**src/rtl/core/mcr_pkg.sv**
```systemverilog
package mcr_pkg;

    // default coordinate width
    localparam int COORD_BITS_DEF = 11;

    // depth of the queue between front and back
    localparam int QUEUE_DEPTH = 2;

    // pixels emitted for one octant point
    localparam int PIX_PER_POINT = 8;

    // item kinds carried on tuser
    localparam logic KIND_START = 1'b0;
    localparam logic KIND_STEP  = 1'b1;

    // queue entry: centre x, centre y, octant x (signed), octant y, final flag
    function automatic int entry_width(input int cb);
        return 4 * cb + 2;
    endfunction

endpackage

```
**src/rtl/core/mcr_front.sv**
```systemverilog
module mcr_front #(
    parameter int COORD_BITS = mcr_pkg::COORD_BITS_DEF
) (
    input  logic                                          aclk,
    input  logic                                          aresetn,
    input  logic                                          s_tvalid,
    output logic                                          s_tready,
    input  logic                                          s_tuser,
    input  logic [COORD_BITS-1:0]                         center_x,
    input  logic [COORD_BITS-1:0]                         center_y,
    input  logic [COORD_BITS-1:0]                         radius,
    input  logic                                          full,
    output logic                                          push,
    output logic [mcr_pkg::entry_width(COORD_BITS)-1:0]   push_data
);
    import mcr_pkg::*;

    localparam int CB = COORD_BITS;
    localparam int XW = CB + 1;   // octant x, signed
    localparam int DW = CB + 2;   // step terms, unsigned
    localparam int EW = CB + 5;   // error term, signed

    logic [CB-1:0]        cx_reg, cx_next;
    logic [CB-1:0]        cy_reg, cy_next;
    logic [CB-1:0]        r_reg, r_next;
    logic signed [XW-1:0] x_reg, x_next;
    logic [CB-1:0]        y_reg, y_next;
    logic [DW-1:0]        dx_reg, dx_next;
    logic [DW-1:0]        dy_reg, dy_next;
    logic signed [EW-1:0] err_reg, err_next;
    logic                 drawing_reg, drawing_next;

    logic                 accept;
    logic signed [EW-1:0] err_mid;
    logic signed [EW-1:0] two_r;
    logic                 fin;

    assign s_tready = !full;
    assign accept   = s_tvalid && s_tready;
    assign push     = accept && (s_tuser == KIND_STEP) && drawing_reg;
    assign two_r    = signed'({{(EW-CB-1){1'b0}}, r_reg, 1'b0});

    // load a circle on a start item, else advance the octant point with the midpoint rule
    always_comb begin
        cx_next      = cx_reg;
        cy_next      = cy_reg;
        r_next       = r_reg;
        x_next       = x_reg;
        y_next       = y_reg;
        dx_next      = dx_reg;
        dy_next      = dy_reg;
        err_next     = err_reg;
        drawing_next = drawing_reg;
        err_mid      = err_reg;
        fin          = 1'b0;
        if (accept && s_tuser == KIND_START) begin
            cx_next      = center_x;
            cy_next      = center_y;
            r_next       = radius;
            x_next       = signed'({1'b0, radius}) - XW'(1);
            y_next       = '0;
            dx_next      = DW'(1);
            dy_next      = DW'(1);
            err_next     = EW'(1) - signed'({{(EW-CB-1){1'b0}}, radius, 1'b0});
            drawing_next = (radius != '0);
        end else if (push) begin
            if (err_reg <= 0) begin
                y_next  = y_reg + CB'(1);
                err_mid = err_reg + signed'({{(EW-DW){1'b0}}, dy_reg});
                dy_next = dy_reg + DW'(2);
            end
            err_next = err_mid;
            if (err_mid > 0) begin
                x_next   = x_reg - XW'(1);
                dx_next  = dx_reg + DW'(2);
                err_next = err_mid + signed'({{(EW-DW){1'b0}}, dx_next}) - two_r;
            end
            fin = x_next < signed'({1'b0, y_next});
            if (fin) begin
                drawing_next = 1'b0;
            end
        end
    end

    // queue word holds the point as it was before the update
    assign push_data = {cx_reg, cy_reg, x_reg, y_reg, fin};

    always_ff @(posedge aclk) begin
        if (!aresetn) begin
            cx_reg      <= '0;
            cy_reg      <= '0;
            r_reg       <= '0;
            x_reg       <= '0;
            y_reg       <= '0;
            dx_reg      <= DW'(1);
            dy_reg      <= DW'(1);
            err_reg     <= '0;
            drawing_reg <= 1'b0;
        end else begin
            cx_reg      <= cx_next;
            cy_reg      <= cy_next;
            r_reg       <= r_next;
            x_reg       <= x_next;
            y_reg       <= y_next;
            dx_reg      <= dx_next;
            dy_reg      <= dy_next;
            err_reg     <= err_next;
            drawing_reg <= drawing_next;
        end
    end

endmodule

```
**src/rtl/core/mcr_queue.sv**
```systemverilog
module mcr_queue #(
    parameter int WIDTH = 2,
    parameter int DEPTH = mcr_pkg::QUEUE_DEPTH
) (
    input  logic             aclk,
    input  logic             aresetn,
    input  logic             push,
    input  logic [WIDTH-1:0] push_data,
    output logic             full,
    input  logic             pop,
    output logic             empty,
    output logic [WIDTH-1:0] pop_data
);
    import mcr_pkg::*;

    localparam int PW = (DEPTH > 1) ? $clog2(DEPTH) : 1;
    localparam int CW = $clog2(DEPTH + 1);

    logic [WIDTH-1:0] mem_reg [DEPTH];
    logic [PW-1:0]    wr_ptr_reg, wr_ptr_next;
    logic [PW-1:0]    rd_ptr_reg, rd_ptr_next;
    logic [CW-1:0]    count_reg, count_next;
    logic             do_push;
    logic             do_pop;

    assign full     = (count_reg == CW'(DEPTH));
    assign empty    = (count_reg == '0);
    assign do_push  = push && !full;
    assign do_pop   = pop && !empty;
    assign pop_data = mem_reg[rd_ptr_reg];

    // advance pointers with wrap at the depth
    always_comb begin
        wr_ptr_next = wr_ptr_reg;
        rd_ptr_next = rd_ptr_reg;
        count_next  = count_reg;
        if (do_push) begin
            wr_ptr_next = (wr_ptr_reg == PW'(DEPTH - 1)) ? '0 : wr_ptr_reg + PW'(1);
        end
        if (do_pop) begin
            rd_ptr_next = (rd_ptr_reg == PW'(DEPTH - 1)) ? '0 : rd_ptr_reg + PW'(1);
        end
        if (do_push && !do_pop) begin
            count_next = count_reg + CW'(1);
        end else if (do_pop && !do_push) begin
            count_next = count_reg - CW'(1);
        end
    end

    always_ff @(posedge aclk) begin
        if (!aresetn) begin
            wr_ptr_reg <= '0;
            rd_ptr_reg <= '0;
            count_reg  <= '0;
        end else begin
            wr_ptr_reg <= wr_ptr_next;
            rd_ptr_reg <= rd_ptr_next;
            count_reg  <= count_next;
        end
    end

    // store the word
    always_ff @(posedge aclk) begin
        if (do_push) begin
            mem_reg[wr_ptr_reg] <= push_data;
        end
    end

endmodule

```
**src/rtl/core/mcr_back.sv**
```systemverilog
module mcr_back #(
    parameter int COORD_BITS = mcr_pkg::COORD_BITS_DEF
) (
    input  logic                                          aclk,
    input  logic                                          aresetn,
    input  logic                                          empty,
    input  logic [mcr_pkg::entry_width(COORD_BITS)-1:0]   pop_data,
    output logic                                          pop,
    output logic                                          m_tvalid,
    input  logic                                          m_tready,
    output logic [COORD_BITS+1:0]                         pixel_x,
    output logic [COORD_BITS+1:0]                         pixel_y,
    output logic                                          m_tlast
);
    import mcr_pkg::*;

    localparam int CB = COORD_BITS;
    localparam int PB = CB + 2;
    localparam int IW = $clog2(PIX_PER_POINT);
    localparam logic [IW-1:0] LAST_IDX = IW'(PIX_PER_POINT - 1);

    typedef struct packed {
        logic          swap;    // offsets (y, x) instead of (x, y)
        logic          neg_x;
        logic          neg_y;
    } sel_t;

    typedef struct packed {
        logic [CB-1:0] cx;
        logic [CB-1:0] cy;
        logic [CB:0]   x;
        logic [CB-1:0] y;
        logic          fin;
    } entry_t;

    // symmetry order: (+x,+y) (-x,+y) (+x,-y) (-x,-y) (-y,-x) (+y,-x) (-y,+x) (+y,+x)
    function automatic sel_t pix_sel(input logic [IW-1:0] idx);
        sel_t s;
        s.swap  = (idx >= IW'(4));
        s.neg_x = (idx == IW'(1)) || (idx == IW'(3)) || (idx == IW'(4)) || (idx == IW'(6));
        s.neg_y = (idx == IW'(2)) || (idx == IW'(3)) || (idx == IW'(4)) || (idx == IW'(5));
        return s;
    endfunction

    entry_t        ent_reg, ent_next;
    logic          busy_reg, busy_next;
    logic [IW-1:0] idx_reg, idx_next;
    logic          valid_reg, valid_next;
    logic [PB-1:0] px_reg, px_next;
    logic [PB-1:0] py_reg, py_next;
    logic          last_reg, last_next;

    logic          adv;
    sel_t          sel;
    logic [PB-1:0] x_ext;
    logic [PB-1:0] y_ext;
    logic [PB-1:0] off_a;
    logic [PB-1:0] off_b;

    assign adv = busy_reg && (!valid_reg || m_tready);
    assign pop = !empty && (!busy_reg || (adv && idx_reg == LAST_IDX));
    assign sel = pix_sel(idx_reg);

    // pick and sign the offsets for this pixel
    always_comb begin
        x_ext = {ent_reg.x[CB], ent_reg.x};
        y_ext = {2'b00, ent_reg.y};
        off_a = sel.swap ? y_ext : x_ext;
        off_b = sel.swap ? x_ext : y_ext;
    end

    // load the output word and step through the eight pixels
    always_comb begin
        ent_next   = ent_reg;
        busy_next  = busy_reg;
        idx_next   = idx_reg;
        valid_next = valid_reg && !m_tready;
        px_next    = px_reg;
        py_next    = py_reg;
        last_next  = last_reg;
        if (adv) begin
            valid_next = 1'b1;
            px_next    = {2'b00, ent_reg.cx} + (sel.neg_x ? PB'(0) - off_a : off_a);
            py_next    = {2'b00, ent_reg.cy} + (sel.neg_y ? PB'(0) - off_b : off_b);
            last_next  = (idx_reg == LAST_IDX) && ent_reg.fin;
            idx_next   = idx_reg + IW'(1);
            if (idx_reg == LAST_IDX) begin
                busy_next = 1'b0;
            end
        end
        if (pop) begin
            ent_next  = pop_data;
            busy_next = 1'b1;
            idx_next  = '0;
        end
    end

    always_ff @(posedge aclk) begin
        if (!aresetn) begin
            busy_reg  <= 1'b0;
            idx_reg   <= '0;
            valid_reg <= 1'b0;
        end else begin
            busy_reg  <= busy_next;
            idx_reg   <= idx_next;
            valid_reg <= valid_next;
        end
        ent_reg  <= ent_next;
        px_reg   <= px_next;
        py_reg   <= py_next;
        last_reg <= last_next;
    end

    assign m_tvalid = valid_reg;
    assign pixel_x  = px_reg;
    assign pixel_y  = py_reg;
    assign m_tlast  = last_reg;

endmodule

```
**src/rtl/core/midpoint_circle_rasterizer.sv**
```systemverilog
// Channel  Dir  tdata (low bit up)                     tuser / tlast
// s_       in   center_x, center_y, radius, zero pad   tuser: kind (0 start, 1 step)
// m_       out  pixel_x, pixel_y, zero pad             tlast: last_pixel
//
// A start item yields nothing when taken; a step item while a
// circle is active updates the octant point in the cycle it is taken.
// Each active step yields eight pixels, one per cycle from the output
// register while the output is not stalled.
// A two-word queue between the point update and the pixel expansion lets
// the input keep flowing while the output stalls, until the queue is full.
// Reset is synchronous, active low, and clears all control state.
module midpoint_circle_rasterizer #(
    parameter int COORD_BITS = mcr_pkg::COORD_BITS_DEF
) (
    input  logic                                       aclk,
    input  logic                                       aresetn,
    input  logic                                       s_tvalid,
    output logic                                       s_tready,
    // center_x, center_y, radius, zero pad
    input  logic [((3*COORD_BITS+7)/8)*8-1:0]          s_tdata,
    // kind
    input  logic                                       s_tuser,
    output logic                                       m_tvalid,
    input  logic                                       m_tready,
    // pixel_x, pixel_y, zero pad
    output logic [((2*(COORD_BITS+2)+7)/8)*8-1:0]      m_tdata,
    output logic                                       m_tlast
);
    import mcr_pkg::*;

    localparam int CB    = COORD_BITS;
    localparam int PB    = CB + 2;
    localparam int EN_W  = entry_width(CB);
    localparam int OUT_W = ((2*PB+7)/8)*8;

    logic            push;
    logic [EN_W-1:0] push_data;
    logic            full;
    logic            pop;
    logic            empty;
    logic [EN_W-1:0] pop_data;
    logic [PB-1:0]   pixel_x;
    logic [PB-1:0]   pixel_y;

    mcr_front #(.COORD_BITS(CB)) u_front (
        .aclk      (aclk),
        .aresetn   (aresetn),
        .s_tvalid  (s_tvalid),
        .s_tready  (s_tready),
        .s_tuser   (s_tuser),
        .center_x  (s_tdata[CB-1:0]),
        .center_y  (s_tdata[2*CB-1:CB]),
        .radius    (s_tdata[3*CB-1:2*CB]),
        .full      (full),
        .push      (push),
        .push_data (push_data)
    );

    mcr_queue #(.WIDTH(EN_W), .DEPTH(QUEUE_DEPTH)) u_queue (
        .aclk      (aclk),
        .aresetn   (aresetn),
        .push      (push),
        .push_data (push_data),
        .full      (full),
        .pop       (pop),
        .empty     (empty),
        .pop_data  (pop_data)
    );

    mcr_back #(.COORD_BITS(CB)) u_back (
        .aclk     (aclk),
        .aresetn  (aresetn),
        .empty    (empty),
        .pop_data (pop_data),
        .pop      (pop),
        .m_tvalid (m_tvalid),
        .m_tready (m_tready),
        .pixel_x  (pixel_x),
        .pixel_y  (pixel_y),
        .m_tlast  (m_tlast)
    );

    // pack the output word, zero pad on top
    assign m_tdata = {{(OUT_W-2*PB){1'b0}}, pixel_y, pixel_x};

endmodule

```
**config.mk**
```make
export PLATFORM = sky130hd
export DESIGN_NAME = midpoint_circle_rasterizer
export DESIGN_NICKNAME = d
export VERILOG_FILES = /design/src/rtl/core/mcr_pkg.sv /design/src/rtl/core/mcr_front.sv /design/src/rtl/core/mcr_queue.sv /design/src/rtl/core/mcr_back.sv /design/src/rtl/core/midpoint_circle_rasterizer.sv
export SDC_FILE = /design/constraint.sdc
export NUM_CORES = 1
export LEC_CHECK = 0
export BUFFER_PORTS_ARGS = -buffer_cell sky130_fd_sc_hd__buf_4
export CELL_PAD_IN_SITES_DETAIL_PLACEMENT = 1
export CELL_PAD_IN_SITES_GLOBAL_PLACEMENT = 1
export CORE_UTILIZATION = 30
export DETAILED_ROUTE_END_ITERATION = 8
export GPL_ROUTABILITY_DRIVEN = 0
export PLACE_DENSITY = 0.5
export SYNTH_ARGS = -nofsm -noshare
export SYNTH_HDL_FRONTEND = slang
export SYNTH_SLANG_ARGS = --single-unit
```
**constraint.sdc**
```tcl
create_clock -name aclk -period 10.7 [get_ports aclk]
set_input_delay 0.535 -clock aclk [delete_from_list [all_inputs] [get_ports aclk]]
set_output_delay 0.535 -clock aclk [all_outputs]
set_load 0.03 [all_outputs]
```
-- Yosys cells after proc, flatten, opt, wreduce, memory -nomap -nowiden
Memories as Yosys holds them, arrays and structs flattened. A register that Yosys moved wholly into a read port is not among the register bits.
Cells that the tools add are included.
- register bits: 135
- bits in latches: 0
- RAM bits: 92
- bits in read-only memories: 0
- input bits: 45
- logic and storage cells: 125
- memories kept: 1
- memory list (memory ; depth ; width ; read ports ; clocked after Yosys merged registers in ; write ports ; line ; RTL):
    u_queue.mem_reg ; 2 ; 46 ; 1 ; 1 ; 1 ; mcr_queue.sv:19 ; logic [WIDTH-1:0] mem_reg [DEPTH];
- $add $sub $neg: 18
- multiply operators: 0
- div/mod/pow operators: 0
- magnitude comparators: 4
- equal/unequal tests: 8
- shifts and indexed selects: 0
- mux-type cells: 33
- bitwise operators: 2
- reductions and logical operators: 41
- operator list (operator ; number):
    $mux W16 ; 6
    $mux W12 ; 5
    $mux W13 ; 4
    $mux W11 ; 3
    $add A16 B14 Y16 ; 2
    $add A11 B13 Y13 ; 2
    $add A13 B2 Y13 const B ; 2
    $sub A1 B13 Y13 const A ; 2
    $gt A16 B1 Y1 const B ; 1
    $le A16 B1 Y1 const B ; 1
    $sub A16 B13 Y16 ; 1
    $logic_and A1 B1 Y1 ; 13
    $mux W1 ; 13
    $sub A1 B12 Y13 const A ; 1
    $eq A3 B3 Y1 const B ; 4
    $lt A12 B12 Y1 ; 1
    $sub A11 B1 Y12 const B ; 1
    $sub A12 B2 Y12 const B ; 1
    $add A11 B1 Y11 const B ; 1
    $reduce_bool A11 Y1 ; 1
    $reduce_bool A2 Y1 ; 5
    $logic_or A1 B1 Y1 ; 8
    $reduce_and A2 Y1 ; 4
    $logic_not A1 Y1 ; 7
    other kinds (12) ; 17

-- Logic depth before layout (Yosys ltp)
- depth after elaboration: 15
- depth in mapped cells: 28
- gate-level depth less buffers: 26

-- Cells and area by module
Synthesis repeated with hierarchy kept, for this count alone.
- cell total of the unflattened synthesis: 1454
- area total of the unflattened synthesis: 14994.4 um^2
- modules (own cells, without submodules) (module ; times used ; cells an instance ; area an instance (um^2) ; sequential area each (um^2)):
    mcr_front ; 1 ; 887 ; 6905.4 ; 1941.9
    mcr_back ; 1 ; 392 ; 4490.6 ; 2292.2
    mcr_queue ; 1 ; 168 ; 3549.7 ; 2862.7
    midpoint_circle_rasterizer ; 1 ; 7 ; 48.8 ; 0.0

-- Worst setup path after synthesis
OpenSTA, ideal clock, no wires.
- path kind: reg2reg
- start point: register u_back.idx_reg[2]
- end point: register u_back.py_reg[12], in the netlist u_back.pixel_y[12] (data pin)
- library setup time: 0.261 ns
- arrival time: 4.881 ns
- required time: 10.439 ns
- path slack: 5.558 ns
- stages on the path, launching flop included: 21
- path buffers: 5
- period minus slack after synthesis: 5.142 ns
- cell sequence: dfxtp_1 > buf_1 > clkbuf_1 > buf_1 > clkbuf_1 > clkbuf_1 > mux2i_1 > ha_1 > nand2_1 > o21ai_0 > fa_1 > a21o_1 > a21oi_1 > o21bai_1 > a21oi_1 > o21bai_1 > a21oi_1 > nor2b_1 > o311a_1 > o21ai_0 > xnor2_1
- longest elaborated chain between the ends: 6
- RTL lines (element ; line ; RTL):
    start, declared ; mcr_back.sv:47 ; logic [IW-1:0] idx_reg, idx_next;
    start signal, assigned ; mcr_back.sv:105 ; idx_reg <= idx_next;
    parallel branches: the longest is 4 deep, another holds $sub A1 B13 Y13 ; n/a ;
    $mux W13 * ; mcr_back.sv:84 ; py_next = {2'b00, ent_reg.cy} + (sel.neg_y ? PB'(0) - off_b : off_b);
    $add A11 B13 Y13 * ; mcr_back.sv:84 ;
    end signal, assigned ; mcr_back.sv:110 ; py_reg <= py_next;
    end, declared ; mcr_back.sv:50 ; logic [PB-1:0] py_reg, py_next;
Every way passes the cells marked *.
A chain may end at the register's enable or synchronous reset.

-- Final worst setup path
- start point: register u_front.dy_reg[1]
- end point: memory u_queue.mem_reg[0][0] (netlist bit) (data pin)
- longest elaborated chain between the ends: 11
- RTL lines (element ; line ; RTL):
    start, declared ; mcr_front.sv:29 ; logic [DW-1:0] dy_reg, dy_next;
    start signal, assigned ; mcr_front.sv:106 ; dy_reg <= dy_next;
    $add A16 B14 Y16 ; mcr_front.sv:69 ; err_mid = err_reg + signed'({{(EW-DW){1'b0}}, dy_reg});
    $mux W16 ; mcr_front.sv:67 ; if (err_reg <= 0) begin
    $mux W16 ; mcr_front.sv:66 ; end else if (push) begin
    $mux W16 ; mcr_front.sv:56 ; if (accept && s_tuser == KIND_START) begin
    $gt A16 B1 Y1 ; mcr_front.sv:73 ; if (err_mid > 0) begin
    $mux W12 ; mcr_front.sv:73 ;
    $mux W12 ; mcr_front.sv:66 ;
    $mux W12 ; mcr_front.sv:56 ;
    $lt A12 B12 Y1 ; mcr_front.sv:78 ; fin = x_next < signed'({1'b0, y_next});
    $mux W1 ; mcr_front.sv:66 ;
    $mux W1 ; mcr_front.sv:56 ;
    via push_data[0] ; midpoint_circle_rasterizer.sv:37 ; logic [EN_W-1:0] push_data;
    end, declared ; mcr_queue.sv:19 ;
The timed path passes the listed nets, and every way through them passes these cells. The select of a mux whose other input is x is not followed.

==> metrics.txt <==
r2r endpoint=u_queue.mem_reg[0][0]$_DFFE_PP_; # diodes=0; initial antenna violation count=0; # hold bufs at CTS=0; P_sw=about 1.9 mW; sequential-to-total area share from yosys stat=48.2%; Synth Area in Simple Gates=a little over an eighth; Vias/cell=slightly below 5; CP max FO=54; Tcrit/Tclk final=between 60 and 70%; TNS Setup=0 ps; Post-Place Worst Slack=3810 ps; Synth Area in Compound Gates=around 12%; CP arrival=7030 ps; Initial Util=a little under a third; R2R Path Start=u_front.dy_reg[1]$_SDFFE_PP0P_; final design area excluding fillers=between 15000 and 20000 sq um; crit path launch type=flip-flop; final std cells w/o fill=about 2100; number of global-route vias before repair=~11000; Reg2Reg Depth=25; internal power=slightly below 3 mW; critical path class=reg2reg; post-layout net count=1608; Synth cell types=73; synthesized area per cell=10.4 sq um; worst hold path type=in2reg; final core occ=a little over a third; Pwr Density=291 nW/um^2; Pre-antenna DRT Iters=4; DR iter-0 viols=350; share of the synthesized area in the top cell type=between 30 and 40%; CTS tree=done; WL/cell=around 19 um; ys flop type=edfxtp_1; dpl cell area=between 15000 and 20000 sq um; Vias=~10000; Flop pwr share=31.4%; crit end category=flip-flop; combinational power share=a little under half; clock buffer depth=3; largest net degree at the start of global routing=approximately 60; Worst-path clk slew=~60 ps; Net Sw Frac=between 30% and 40%; #FFs+latches synth=around 270; Leak=around 6.2 nW; root buf cell=clkbuf_16; mux contribution to synthesized area=about 6%; commonest cells in the netlist=edfxtp_1 (165), nand2_1 (145), dfxtp_1 (106), a21oi_1 (103), nor2_1 (101); status=completed; Total GRT Usage=between 15 and 20%; TritonCTS buffer count=35; placed cells=just over 2000; largest family of logic cells by synthesized area=simple AND/OR/NAND/NOR gates; DRT Wirelength=~41000 um; Synth Instances=1414; global-route wire length before repair=64000 um; Final Hold Fails=0; WHS=roughly 240 ps; mapped cell area=around 15000 sq um; hpwl dp=between 20000 and 30000 um; DRC violation count after routing=0; largest cells by area after synthesis=edfxtp_1 (34%), dfxtp_1 (14%), ha_1 (6.6%); Antenna Nets Post-Route=0; total gr overflow=0; Ys Warns=0; clock share of power=23.4%; Core ar.=approximately 48000 sq um; peak supply drop=0.0987 mV; H-tree Lvls=2; WP data required=around 11000 ps; I/O pins=80; Slew Viols, Final=0; Largest register FFs=92; top-count cell post-synth=edfxtp_1; cts repair resizes=0; Final setup viols=0; Max Fclk=between 100 and 150 MHz; async set-reset flop share out of synthesis=0%; number of synthesized flops with an enable pin=165; worst setup margin=3920 ps; die height=223 um; Post-Synth Adder-Cell Area=between 8 and 9%; min cycle time layout=approximately 6800 ps; share of layout cells above drive strength 1=13.6%; Setup Fix Bufs, Post-CTS=0; Die Span X=about 220 um; R2R Setup Slk=between 3000 and 4000 ps; measured slew at the worst slew-check pin=roughly 1100 ps; Worst Skew=roughly 13 ps; Max Cap Viol=0; RSZ-0062 raised after global routing=false; area share of xor/xnor cells in the synthesized design=7.99%; area leader, netlist=edfxtp_1; Fill cells=about 5300; Rows=80; Layout area overhead=15.2%; die area=roughly 50000 sq um; port buffer count=66; clk sinks=271; worst skew pair latency=about 550 ps; Critical Path Start=u_front.dy_reg[1]$_SDFFE_PP0P_; Slew HR=about a quarter; Worst Setup EP=u_queue.mem_reg[0][0]$_DFFE_PP_; total power=a little under 5 mW
-- power groups by stage --
stage	sequential, mW	combinational (mW)	clock, mW
floorplan	1.62	1.55	0
global placement	1.56	2.24	0
detailed placement	1.57	2.27	0
CTS	1.55	2.28	1.20
global route	1.57	2.48	1.23
finish	1.54	2.22	1.15
-- logic make-up after synthesis --
| group | count (synthesis) |
|---|---|
| DFF | 271 |
| buffers and inverters | 128 |
| AOI/OAI and AO/OA | 287 |
| and+or+nand+nor | 421 |
| other | 1 |
| xor gates and xnor gates | 134 |
| muxes | 81 |
| adders and majority gates | 91 |
-- critical path, stage by stage (launching register included) --
cell and delay, ps:
dfxtp_1 450, ha_1 280, a211o_1 370, a21bo_2 240, a221oi_4 270, o21bai_1 100
a21o_1 230, o21ai_0 470, inv_1 200, ha_1 230, nand4bb_1 80, and4b_1 260
a31oi_4 190, buf_4 540, and2_0 440, nand2_1 120, xnor2_1 160, ha_1 310
nand3_1 100, nor2_1 170, o21ai_0 100, o211ai_1 200, a41oi_1 170, a21o_1 210
nor3b_1 360, nand3_1 190
-- layer usage --
layer | up-vias | global-route usage (%) | part of all wire, %
met5 | - | 0 | 0
li1 | 5185 | - | -
met1 | 5114 | 21.0 | 45
met4 | 0 | 4.54 | 2.1
met3 | 53 | 2.83 | 2.8
met2 | 106 | 29.8 | 50
-- worst min path at each step --
stage / start / end / slack [ps] / depth (start not counted)
3_5_place_dp: u_front.cx_reg[7]$_SDFFE_PN0P_ / u_queue.mem_reg[1][42]$_DFFE_PP_ / 440 / 0
5_1_grt: s_tdata[13] / u_front.cy_reg[2]$_SDFFE_PN0P_ / 230 / 3
6_report: s_tdata[2] / u_front.cx_reg[2]$_SDFFE_PN0P_ / 240 / 3
2_1_floorplan: u_front.y_reg[8]$_SDFFE_PP0P_ / u_queue.mem_reg[0][9]$_DFFE_PP_ / 420 / 0
4_1_cts: s_tdata[2] / u_front.cx_reg[2]$_SDFFE_PN0P_ / 200 / 3
3_3_place_gp: u_front.cy_reg[3]$_SDFFE_PN0P_ / u_queue.mem_reg[0][27]$_DFFE_PP_ / 430 / 0
-- cell usage in the layout (no fill, tap or decap), types with 5 or more instances in the layout --
| master | instances |
|---|---|
| a211oi_1 | 18 |
| a21boi_0 | 5 |
| a21o_1 | 15 |
| a21oi_1 | 103 |
| a31oi_1 | 13 |
| and2_1 | 6 |
| and3_1 | 15 |
| buf_4 | 78 |
| clkbuf_1 | 13 |
| clkbuf_16 | 35 |
| conb_1 | 6 |
| dfxtp_1 | 104 |
| edfxtp_1 | 165 |
| fa_1 | 14 |
| ha_1 | 77 |
| inv_1 | 62 |
| mux2_2 | 51 |
| mux2i_1 | 30 |
| nand2_1 | 145 |
| nand2b_1 | 10 |
| nand3_1 | 34 |
| nand4_1 | 17 |
| nor2_1 | 99 |
| nor2b_1 | 12 |
| nor3_1 | 31 |
| nor4_1 | 5 |
| o211ai_1 | 7 |
| o21a_1 | 6 |
| o21ai_0 | 67 |
| o21bai_1 | 7 |
| o31ai_1 | 5 |
| or2_2 | 6 |
| or3_1 | 21 |
| xnor2_1 | 68 |
| xor2_1 | 66 |
-- final cells by class --
type                    count  area (sq um)  share of cell area (%)
clock buffers              50           952                    5.63
inverters                  66           248                    1.46
well taps                 615           769                    4.55
multi-input cells        1020          7120                    42.1
flip-flops and latches    271          7080                    41.9
clock inverters            14           159                   0.940
repair buffers             78           586                    3.46
Power figures use the tool's default switching activity.
